### src/hdl/mmn_pkg.sv
// Shared types and constants for the min-max voxel normalizer.
`timescale 1ns / 1ps

package mmn_pkg;

  typedef enum logic [1:0] {
    CMD_START   = 2'd0,
    CMD_SCAN    = 2'd1,
    CMD_CONVERT = 2'd2
  } cmd_e;

  localparam int unsigned SampleW     = 16;
  localparam int unsigned PixelW      = 8;
  localparam int unsigned NumScale    = 510;
  // Numerator d*510 + r is below 2^25, as is the divisor 2r shifted by eight.
  localparam int unsigned NumW        = 25;
  localparam int unsigned DenW        = SampleW + 1;
  localparam int unsigned DivSteps    = PixelW;
  localparam int unsigned QueueDepthDefault = 2;

  localparam logic [SampleW-1:0] MinReset  = '1;
  localparam logic [SampleW-1:0] MaxReset  = '0;
  localparam logic [PixelW-1:0]  FullScale = '1;

  // One pending convert, fully classified by the front end.
  typedef struct packed {
    logic                pass;     // one-byte mode, lo_byte goes out as is
    logic                zero;     // sample below the running minimum
    logic [PixelW-1:0]   lo_byte;
    logic [SampleW-1:0]  diff;     // sample minus minimum
    logic [SampleW-1:0]  range;    // max - min, or 1 if max <= min
  } job_t;

endpackage

### src/hdl/mmn_front.sv
// Front end: command decode, running extremes and job classification.
`timescale 1ns / 1ps

module mmn_front (
  input  logic                          clk_i,
  input  logic                          rst_ni,
  input  logic                          cfg_we_i,
  input  logic                          cfg_data_i,
  input  logic                          accept_i,
  input  logic [1:0]                    command_i,
  input  logic [mmn_pkg::PixelW-1:0]    sample_low_i,
  input  logic [mmn_pkg::PixelW-1:0]    sample_high_i,
  output logic                          push_o,
  output mmn_pkg::job_t                 job_o
);

  logic                          mode_q;
  logic [mmn_pkg::SampleW-1:0]   min_q, min_d;
  logic [mmn_pkg::SampleW-1:0]   max_q, max_d;
  logic [mmn_pkg::SampleW-1:0]   sample;
  logic                          push;

  assign sample = {sample_high_i, sample_low_i};

  always_comb begin
    min_d = min_q;
    max_d = max_q;
    push  = 1'b0;
    if (accept_i) begin
      case (mmn_pkg::cmd_e'(command_i))
        mmn_pkg::CMD_START: begin
          min_d = mmn_pkg::MinReset;
          max_d = mmn_pkg::MaxReset;
        end
        mmn_pkg::CMD_SCAN: begin
          if (mode_q) begin
            if (sample < min_q) min_d = sample;
            if (sample > max_q) max_d = sample;
          end
        end
        mmn_pkg::CMD_CONVERT: begin
          push = 1'b1;
        end
        default: begin
        end
      endcase
    end
  end

  always_comb begin
    job_o.pass    = ~mode_q;
    job_o.zero    = sample < min_q;
    job_o.lo_byte = sample_low_i;
    job_o.diff    = sample - min_q;
    job_o.range   = (max_q > min_q) ? (max_q - min_q) : mmn_pkg::SampleW'(1);
  end

  assign push_o = push;

  always_ff @(posedge clk_i or negedge rst_ni) begin
    if (!rst_ni) begin
      mode_q <= 1'b1;
      min_q  <= mmn_pkg::MinReset;
      max_q  <= mmn_pkg::MaxReset;
    end else begin
      if (cfg_we_i) mode_q <= cfg_data_i;
      min_q <= min_d;
      max_q <= max_d;
    end
  end

endmodule

### src/hdl/mmn_queue.sv
// Small job queue between the front end and the divider.
`timescale 1ns / 1ps

module mmn_queue #(
  parameter int unsigned Depth = mmn_pkg::QueueDepthDefault
) (
  input  logic          clk_i,
  input  logic          rst_ni,
  input  logic          push_i,
  input  mmn_pkg::job_t job_i,
  input  logic          pop_i,
  output logic          full_o,
  output logic          valid_o,
  output mmn_pkg::job_t job_o
);

  localparam int unsigned PtrW = (Depth > 1) ? $clog2(Depth) : 1;
  localparam int unsigned CntW = $clog2(Depth + 1);

  mmn_pkg::job_t        mem_q [Depth];
  logic [PtrW-1:0]      wr_ptr_q, rd_ptr_q;
  logic [CntW-1:0]      count_q;

  assign full_o  = (count_q == CntW'(Depth));
  assign valid_o = (count_q != '0);
  assign job_o   = mem_q[rd_ptr_q];

  always_ff @(posedge clk_i) begin
    if (push_i) mem_q[wr_ptr_q] <= job_i;
  end

  always_ff @(posedge clk_i or negedge rst_ni) begin
    if (!rst_ni) begin
      wr_ptr_q <= '0;
      rd_ptr_q <= '0;
      count_q  <= '0;
    end else begin
      if (push_i) begin
        wr_ptr_q <= (wr_ptr_q == PtrW'(Depth - 1)) ? '0 : wr_ptr_q + PtrW'(1);
      end
      if (pop_i) begin
        rd_ptr_q <= (rd_ptr_q == PtrW'(Depth - 1)) ? '0 : rd_ptr_q + PtrW'(1);
      end
      case ({push_i, pop_i})
        2'b10:   count_q <= count_q + CntW'(1);
        2'b01:   count_q <= count_q - CntW'(1);
        default: count_q <= count_q;
      endcase
    end
  end

endmodule

### src/hdl/mmn_back.sv
// Back end: pass, zero or rounded saturated division of scaled offset by 2r.
`timescale 1ns / 1ps

module mmn_back (
  input  logic                        clk_i,
  input  logic                        rst_ni,
  input  logic                        job_valid_i,
  input  mmn_pkg::job_t               job_i,
  output logic                        pop_o,
  output logic                        done_o,
  output logic [mmn_pkg::PixelW-1:0]  pixel_value_o
);

  typedef enum logic [3:0] {
    S_IDLE = 4'b0001,
    S_MUL  = 4'b0010,
    S_CHK  = 4'b0100,
    S_DIV  = 4'b1000
  } state_e;

  localparam int unsigned NumW = mmn_pkg::NumW;
  localparam int unsigned CntW = $clog2(mmn_pkg::DivSteps);

  state_e                        state_q, state_d;
  logic [mmn_pkg::SampleW-1:0]   diff_q, diff_d;
  logic [mmn_pkg::SampleW-1:0]   range_q, range_d;
  logic [NumW-1:0]               rem_q, rem_d;
  logic [NumW-1:0]               sh_q, sh_d;
  logic [mmn_pkg::DenW-1:0]      den_q, den_d;
  logic [mmn_pkg::PixelW-1:0]    quo_q, quo_d;
  logic [CntW-1:0]               cnt_q, cnt_d;
  logic [mmn_pkg::PixelW-1:0]    pix_q, pix_d;
  logic                          done_q, done_d;
  logic [NumW-1:0]               den_top;
  logic                          fits;
  logic                          pop;

  assign den_top = {den_q, {(NumW - mmn_pkg::DenW){1'b0}}};
  assign fits    = rem_q >= sh_q;

  always_comb begin
    state_d = state_q;
    diff_d  = diff_q;
    range_d = range_q;
    rem_d   = rem_q;
    sh_d    = sh_q;
    den_d   = den_q;
    quo_d   = quo_q;
    cnt_d   = cnt_q;
    pix_d   = pix_q;
    done_d  = 1'b0;
    pop     = 1'b0;
    case (state_q)
      S_IDLE: begin
        if (job_valid_i) begin
          pop = 1'b1;
          if (job_i.pass) begin
            pix_d  = job_i.lo_byte;
            done_d = 1'b1;
          end else if (job_i.zero) begin
            pix_d  = '0;
            done_d = 1'b1;
          end else begin
            diff_d  = job_i.diff;
            range_d = job_i.range;
            state_d = S_MUL;
          end
        end
      end
      S_MUL: begin
        rem_d   = NumW'(diff_q) * NumW'(mmn_pkg::NumScale) + NumW'(range_q);
        den_d   = {range_q, 1'b0};
        state_d = S_CHK;
      end
      S_CHK: begin
        if (rem_q >= den_top) begin
          pix_d   = mmn_pkg::FullScale;
          done_d  = 1'b1;
          state_d = S_IDLE;
        end else begin
          sh_d    = den_top >> 1;
          cnt_d   = CntW'(mmn_pkg::DivSteps - 1);
          quo_d   = '0;
          state_d = S_DIV;
        end
      end
      S_DIV: begin
        if (fits) rem_d = rem_q - sh_q;
        quo_d = {quo_q[mmn_pkg::PixelW-2:0], fits};
        sh_d  = sh_q >> 1;
        cnt_d = cnt_q - CntW'(1);
        if (cnt_q == '0) begin
          pix_d   = {quo_q[mmn_pkg::PixelW-2:0], fits};
          done_d  = 1'b1;
          state_d = S_IDLE;
        end
      end
      default: begin
        state_d = S_IDLE;
      end
    endcase
  end

  assign pop_o         = pop;
  assign done_o        = done_q;
  assign pixel_value_o = pix_q;

  always_ff @(posedge clk_i) begin
    diff_q  <= diff_d;
    range_q <= range_d;
    rem_q   <= rem_d;
    sh_q    <= sh_d;
    den_q   <= den_d;
    quo_q   <= quo_d;
    pix_q   <= pix_d;
  end

  always_ff @(posedge clk_i or negedge rst_ni) begin
    if (!rst_ni) begin
      state_q <= S_IDLE;
      cnt_q   <= '0;
      done_q  <= 1'b0;
    end else begin
      state_q <= state_d;
      cnt_q   <= cnt_d;
      done_q  <= done_d;
    end
  end

endmodule

### src/hdl/minmax_normalize_u16_to_u8.sv
// Top level of the min-max voxel normalizer, 16-bit samples to 8-bit pixels.
`timescale 1ns / 1ps
// Usage. A command is transferred at a rising edge where start is high and
// busy is low. Command start clears the running minimum and maximum, scan
// (two-byte mode only) folds the 16-bit sample {sample_high_i, sample_low_i}
// into them, and convert queues a normalized pixel; code 3 is ignored. Start
// and scan take effect at the transfer edge, so a following convert already
// sees them. Each convert gives one pixel on pixel_value_o, marked by done_o
// for exactly one cycle; the receiver has no way to stall it, and results
// leave in order. A one-byte pass-through or a sample below the minimum is
// answered from the idle state, a saturated pixel after the multiply step and
// the range check, a divided pixel after one multiply step, one range check
// and eight restoring division steps. The divider takes no new convert until
// it has finished the last one; scans and starts go at one per cycle while
// busy is low. busy rises when the job queue of QueueDepth entries is full.
// cfg_we_i writes cfg_data_i into the two-byte-mode register; write it only
// while the block is idle. Reset (rst_ni low) sets two-byte mode, minimum
// 65535, maximum 0 and empties the queue.

module minmax_normalize_u16_to_u8 #(
  parameter int unsigned QueueDepth = mmn_pkg::QueueDepthDefault
) (
  input  logic                        clk_i,
  input  logic                        rst_ni,
  input  logic                        cfg_we_i,
  input  logic                        cfg_data_i,
  input  logic                        start,
  output logic                        busy,
  input  logic [1:0]                  command_i,
  input  logic [mmn_pkg::PixelW-1:0]  sample_low_i,
  input  logic [mmn_pkg::PixelW-1:0]  sample_high_i,
  output logic                        done_o,
  output logic [mmn_pkg::PixelW-1:0]  pixel_value_o
);

  logic           accept;
  logic           push;
  logic           pop;
  logic           q_full;
  logic           q_valid;
  mmn_pkg::job_t  push_job;
  mmn_pkg::job_t  head_job;

  // The queue only fills with converts, yet busy holds scans and starts too;
  // it clears as soon as the divider takes the head job.
  assign busy   = q_full;
  assign accept = start & ~q_full;

  mmn_front u_front (
    .clk_i         (clk_i),
    .rst_ni        (rst_ni),
    .cfg_we_i      (cfg_we_i),
    .cfg_data_i    (cfg_data_i),
    .accept_i      (accept),
    .command_i     (command_i),
    .sample_low_i  (sample_low_i),
    .sample_high_i (sample_high_i),
    .push_o        (push),
    .job_o         (push_job)
  );

  mmn_queue #(
    .Depth (QueueDepth)
  ) u_queue (
    .clk_i   (clk_i),
    .rst_ni  (rst_ni),
    .push_i  (push),
    .job_i   (push_job),
    .pop_i   (pop),
    .full_o  (q_full),
    .valid_o (q_valid),
    .job_o   (head_job)
  );

  mmn_back u_back (
    .clk_i         (clk_i),
    .rst_ni        (rst_ni),
    .job_valid_i   (q_valid),
    .job_i         (head_job),
    .pop_o         (pop),
    .done_o        (done_o),
    .pixel_value_o (pixel_value_o)
  );

`ifndef SYNTH
  // A convert is never written into a full queue.
  assert property (@(posedge clk_i) disable iff (!rst_ni) push |-> !q_full)
    else $error("job pushed into full queue");
  // The divider only takes a job that is actually there.
  assert property (@(posedge clk_i) disable iff (!rst_ni) pop |-> q_valid)
    else $error("job popped from empty queue");
  // Every rise of done_o is preceded by a job taken from the queue.
  assert property (@(posedge clk_i) disable iff (!rst_ni)
    $rose(done_o) |-> $past(pop, 1) || $past(pop, 3) || $past(pop, 11))
    else $error("result without a queued convert");
`endif

endmodule
### config.mk
export PLATFORM = sky130hd
export DESIGN_NAME = minmax_normalize_u16_to_u8
export DESIGN_NICKNAME = d
export VERILOG_FILES = /design/src/hdl/mmn_pkg.sv /design/src/hdl/mmn_front.sv /design/src/hdl/mmn_queue.sv /design/src/hdl/mmn_back.sv /design/src/hdl/minmax_normalize_u16_to_u8.sv
export SDC_FILE = /design/constraint.sdc
export NUM_CORES = 1
export LEC_CHECK = 0
export BUFFER_PORTS_ARGS = -buffer_cell sky130_fd_sc_hd__buf_4
export CAP_MARGIN = 10
export CORE_ASPECT_RATIO = 1.1
export CORE_MARGIN = 1.5
export CORE_UTILIZATION = 40
export CTS_CLUSTER_SIZE = 14
export DETAILED_ROUTE_END_ITERATION = 6
export PLACE_DENSITY_LB_ADDON = 0.15
export SLEW_MARGIN = 0
export SYNTH_ARGS = -nofsm -noshare
export SYNTH_HDL_FRONTEND = slang
export SYNTH_SLANG_ARGS = --single-unit
### constraint.sdc
create_clock -name clk_i -period 15.7 [get_ports clk_i]
set_input_delay 0.785 -clock clk_i [delete_from_list [all_inputs] [get_ports clk_i]]
set_output_delay 0.785 -clock clk_i [all_outputs]
set_load 0.02 [all_outputs]
==> results list <==
- The number of global-route vias before repair was 11,140.
* Clock-pin slew of the registers on the worst-case setup and hold paths: ~0.060 ns
- Yosys instantiated no cell more often than inv_1.
* CTS buffer count: 27
- Once the clock tree was built, the setup fixing pass inserted 0 buffers.
* Max Cap Violations: 0
- Overall overflow remaining after global route: 0
- STA puts the critical path data required time at 15.97 ns.
- For this block, the via count after detailed routing is ~11,000.
- Mux share of post-synthesis cell area: 0.03942
* Type of the worst min-delay path: in -> async
- # H-tree levels: 1
* Crit Path Class: reg -> reg
* Number of fillers in the final layout: around 3,800
- Counting flops with a built-in enable in the synthesized netlist gives slightly below 200.
- Of all nets on the critical path, the largest fanout is 5.
* Chip Width: 196.7 µm
- Dominant combinational cell family by area after synthesis: adder cells
- Routability congestion estimate from global placement: 0.8648
- The biggest area contributor in the post-synthesis netlist is edfxtp_1.
- Number of search-and-repair iterations in the first detailed-routing pass: 4
- Using the TritonRoute via totals, the vias-per-cell ratio works out to 5.205.
- FF-to-FF Start: u_back.diff_q[3]
* Net count of the finished layout: 1,806
- In this run the cell area of the synthesized design comes to approximately 17,000 µm².
- Detailed-route wire length per cell: 17.12 µm
- Final number of setup-violating endpoints: 0
- In this run the tightest slew margin relative to its limit is 0.2630.
* Final period demand of the worst path: between 6 and 7 ns
- Ratio of cells with drive above 1 in the final layout: 0.1014
- Actual slew at the worst max-slew pin: approximately 1.1 ns
* Wire length after detailed routing: roughly 36 mm
- The share of the Yosys chip area taken by registers is 0.4262.
* Tcrit/Tclk final: 0.3936
- Chip Height: roughly 220 µm
* Synthesized area per cell: 10.89 µm²
- CTS tree: built
* FF-to-FF setup slack: ~9.5 ns
* Number of distinct library cells after synthesis: between 80 and 90
- Area growth from synthesis to layout: 10.89%
- Of the total synthesized cell area, the portion taken by XOR and XNOR cells is 0.03927.
* Highest clock rate: between 150 and 200 MHz
- STA puts the critical path data arrival time at ~6.5 ns.
- Core outline area: slightly above 40,000 µm²
* Number of sinks driven by the clock tree: roughly 240
* Compound-gate portion of the synthesized area: 0.1265
* Cells resized by post-CTS repair: 0
- For this design, the CTS-stage hold fixing added 0 buffers.
* Origin of the worst setup path: u_back.diff_q[3]
* Storage cell area: about 7000 µm²
* Starting density of the core: 0.4079
- Non-filler instance count after layout: between 2,000 and 2,500
- The number of antenna diodes in the final layout is 0.
- Leading register cell type out of synthesis: edfxtp_1
- Entering global routing, the biggest net connects 50 pins.
- Yosys printed 0 warnings.
- Of the total synthesized cell area, the portion taken by AND, OR, NAND and NOR gates is 0.1046.
- Antenna violations before repair: 0
* Clock Skews: about 0.019 ns
- Leading post-synthesis cells by cell area: edfxtp_1 36%, ha_1 11%, fa_1 9.0%
* Skew-Pair Late Insertion Delay: between 0.5 and 0.6 ns
* Cell total after placement: between 2,000 and 2,500
- Global Route Usage Sum: 0.1728
* Residual DRC: 0
* # IOs: 33
- Number of buffers between clock root and the deepest sink: 3
* Crit path launch type: flop
- Total Neg Setup Slack: 0 ns
- Number of synthesized register bits: between 200 and 250
- For this run, asynchronously set or reset flops after synthesis account for 0.1867.
* First-pass GRT wire length: 58.41 mm
- Endpoint of the most critical setup path: u_back.rem_q[23]
* Number of cells on the worst reg-to-reg path: 23
* Final-report max-slew violation count: 0
* Area of the die: between 40,000 and 50,000 µm²
- Setup repair after global routing left no endpoint under its margin.
- For this block, the initial DRC count from the detailed router was 430.
* Reg2reg end: u_back.rem_q[23]
- Total count of hold-check failures in the final report: 0
- Total area of multi-input combinational cells: between 8000 and 9000 µm²
- Instance count of the mapped netlist: 1,516
- Status: complete, no violations
* Top cells by count, synth: 234 x inv_1, 196 x edfxtp_1, 150 x ha_1
* Remaining number of nets flagged by the antenna check after routing: 0
* Post-synthesis share of cell area spent on full adders, half adders and majority gates: 0.2035
* I/O Buffers: 32
- Area share of the leading cell type in the synthesized netlist: 0.3566
- Synthesis produced a netlist with a net count of roughly 1,800.
* Clock root buffer master: clkbuf_16
- Critical Path End Type: flop
* HPWL reported at the end of detailed placement: around 28 mm
- The floorplan has between 70 and 80 rows.
==> stage by stage <==
stage,hold slack [ns],area (µm²),worst slack [ns],utilization
finish,0.2454,18300,9.521,0.4523
CTS,0.2450,18300,9.474,0.4523
global placement,0.4427,17390,9.637,0.4299
detailed placement,0.4533,17390,9.478,0.4299
floorplan,0.4262,16500,10.01,-
global route,0.2667,18300,9.032,0.4523
==> cells in the final DEF, fill, tap and decap left out, drive strengths merged, types with 32 or more instances in the layout <==
cell type and count:
clkbuf 33, edfxtp 196, xnor2 43, nor2 91, mux2 32, fa 74
buf 44, ha 150, a21oi 74, nand2 90, a21o 36, inv 236
o21ai 66
==> registers in the layout (all words and copies together) (netlist names), 2 cells and up <==
| signal | count |
|---|---|
| u_back.range_q | 16 |
| u_front.max_q | 16 |
| u_queue.mem_q | 84 |
| u_queue.count_q | 2 |
| u_back.sh_q | 24 |
| u_back.state_q | 4 |
| u_back.cnt_q | 3 |
| u_front.min_q | 16 |
| u_back.den_q | 16 |
| u_back.quo_q | 7 |
| u_back.pixel_value_o | 8 |
| u_back.rem_q | 25 |
| u_back.diff_q | 16 |
==> layer usage <==
metal | up-vias | global-route usage | routed length, µm
li1 | 5441 | - | -
met1 | 5260 | 0.2252 | 16300
met2 | 136 | 0.3032 | 17620
met3 | 46 | 0.02000 | 1066
met4 | 0 | 0.04758 | 807
met5 | - | 0 | 0
==> cell type report <==
class / count / area share
tap: 513 / 0.03507
clock buffer: 33 / 0.03870
sequential: 241 / 0.3844
timing repair buffer: 44 / 0.01805
clock inverter: 15 / 0.01087
inverter: 234 / 0.04799
multi-input combinational: 1011 / 0.4649
==> critical path: stages, from the launching register on <==
cell,delay (ns)
edfxtp_1,0.39
inv_1,0.13
fa_1,0.61
inv_1,0.08
fa_1,0.50
fa_1,0.54
inv_1,0.05
fa_1,0.52
inv_1,0.04
ha_1,0.33
o21ai_0,0.13
nor2_1,0.10
o21a_1,0.19
nor2_1,0.11
xnor2_1,0.14
ha_1,0.29
and3_1,0.16
a21oi_1,0.24
o21ai_1,0.14
o41ai_1,0.53
o221a_2,0.37
nor4_2,0.06
xnor2_1,0.17
a21oi_1,0.08
==> cell families (layout without fill, tap and decap cells) <==
logic type | after synthesis | after routing
and+or+nand+nor | 344 | 344
muxes | 61 | 61
adders and majority gates | 224 | 224
AOI/OAI and AO/OA | 308 | 308
DFF | 241 | 241
buffers and inverters | 264 | 326
xor gates and xnor gates | 74 | 74
==> how the worst min path moves through the flow <==
stage / startpoint / depth (start not counted) / end
after detailed placement: u_back.range_q[0] / 0 / u_back.den_q[1]
after global routing: rst_ni / 1 / u_front.max_q[14]
after floorplan: u_back.range_q[0] / 0 / u_back.den_q[1]
after CTS: rst_ni / 1 / u_front.max_q[14]
final: rst_ni / 1 / u_front.max_q[10]
after global placement: u_back.range_q[0] / 0 / u_back.den_q[1]
Power is not shown: default switching activity piles up to over one toggle a cycle in this logic, so the estimate is an artifact.
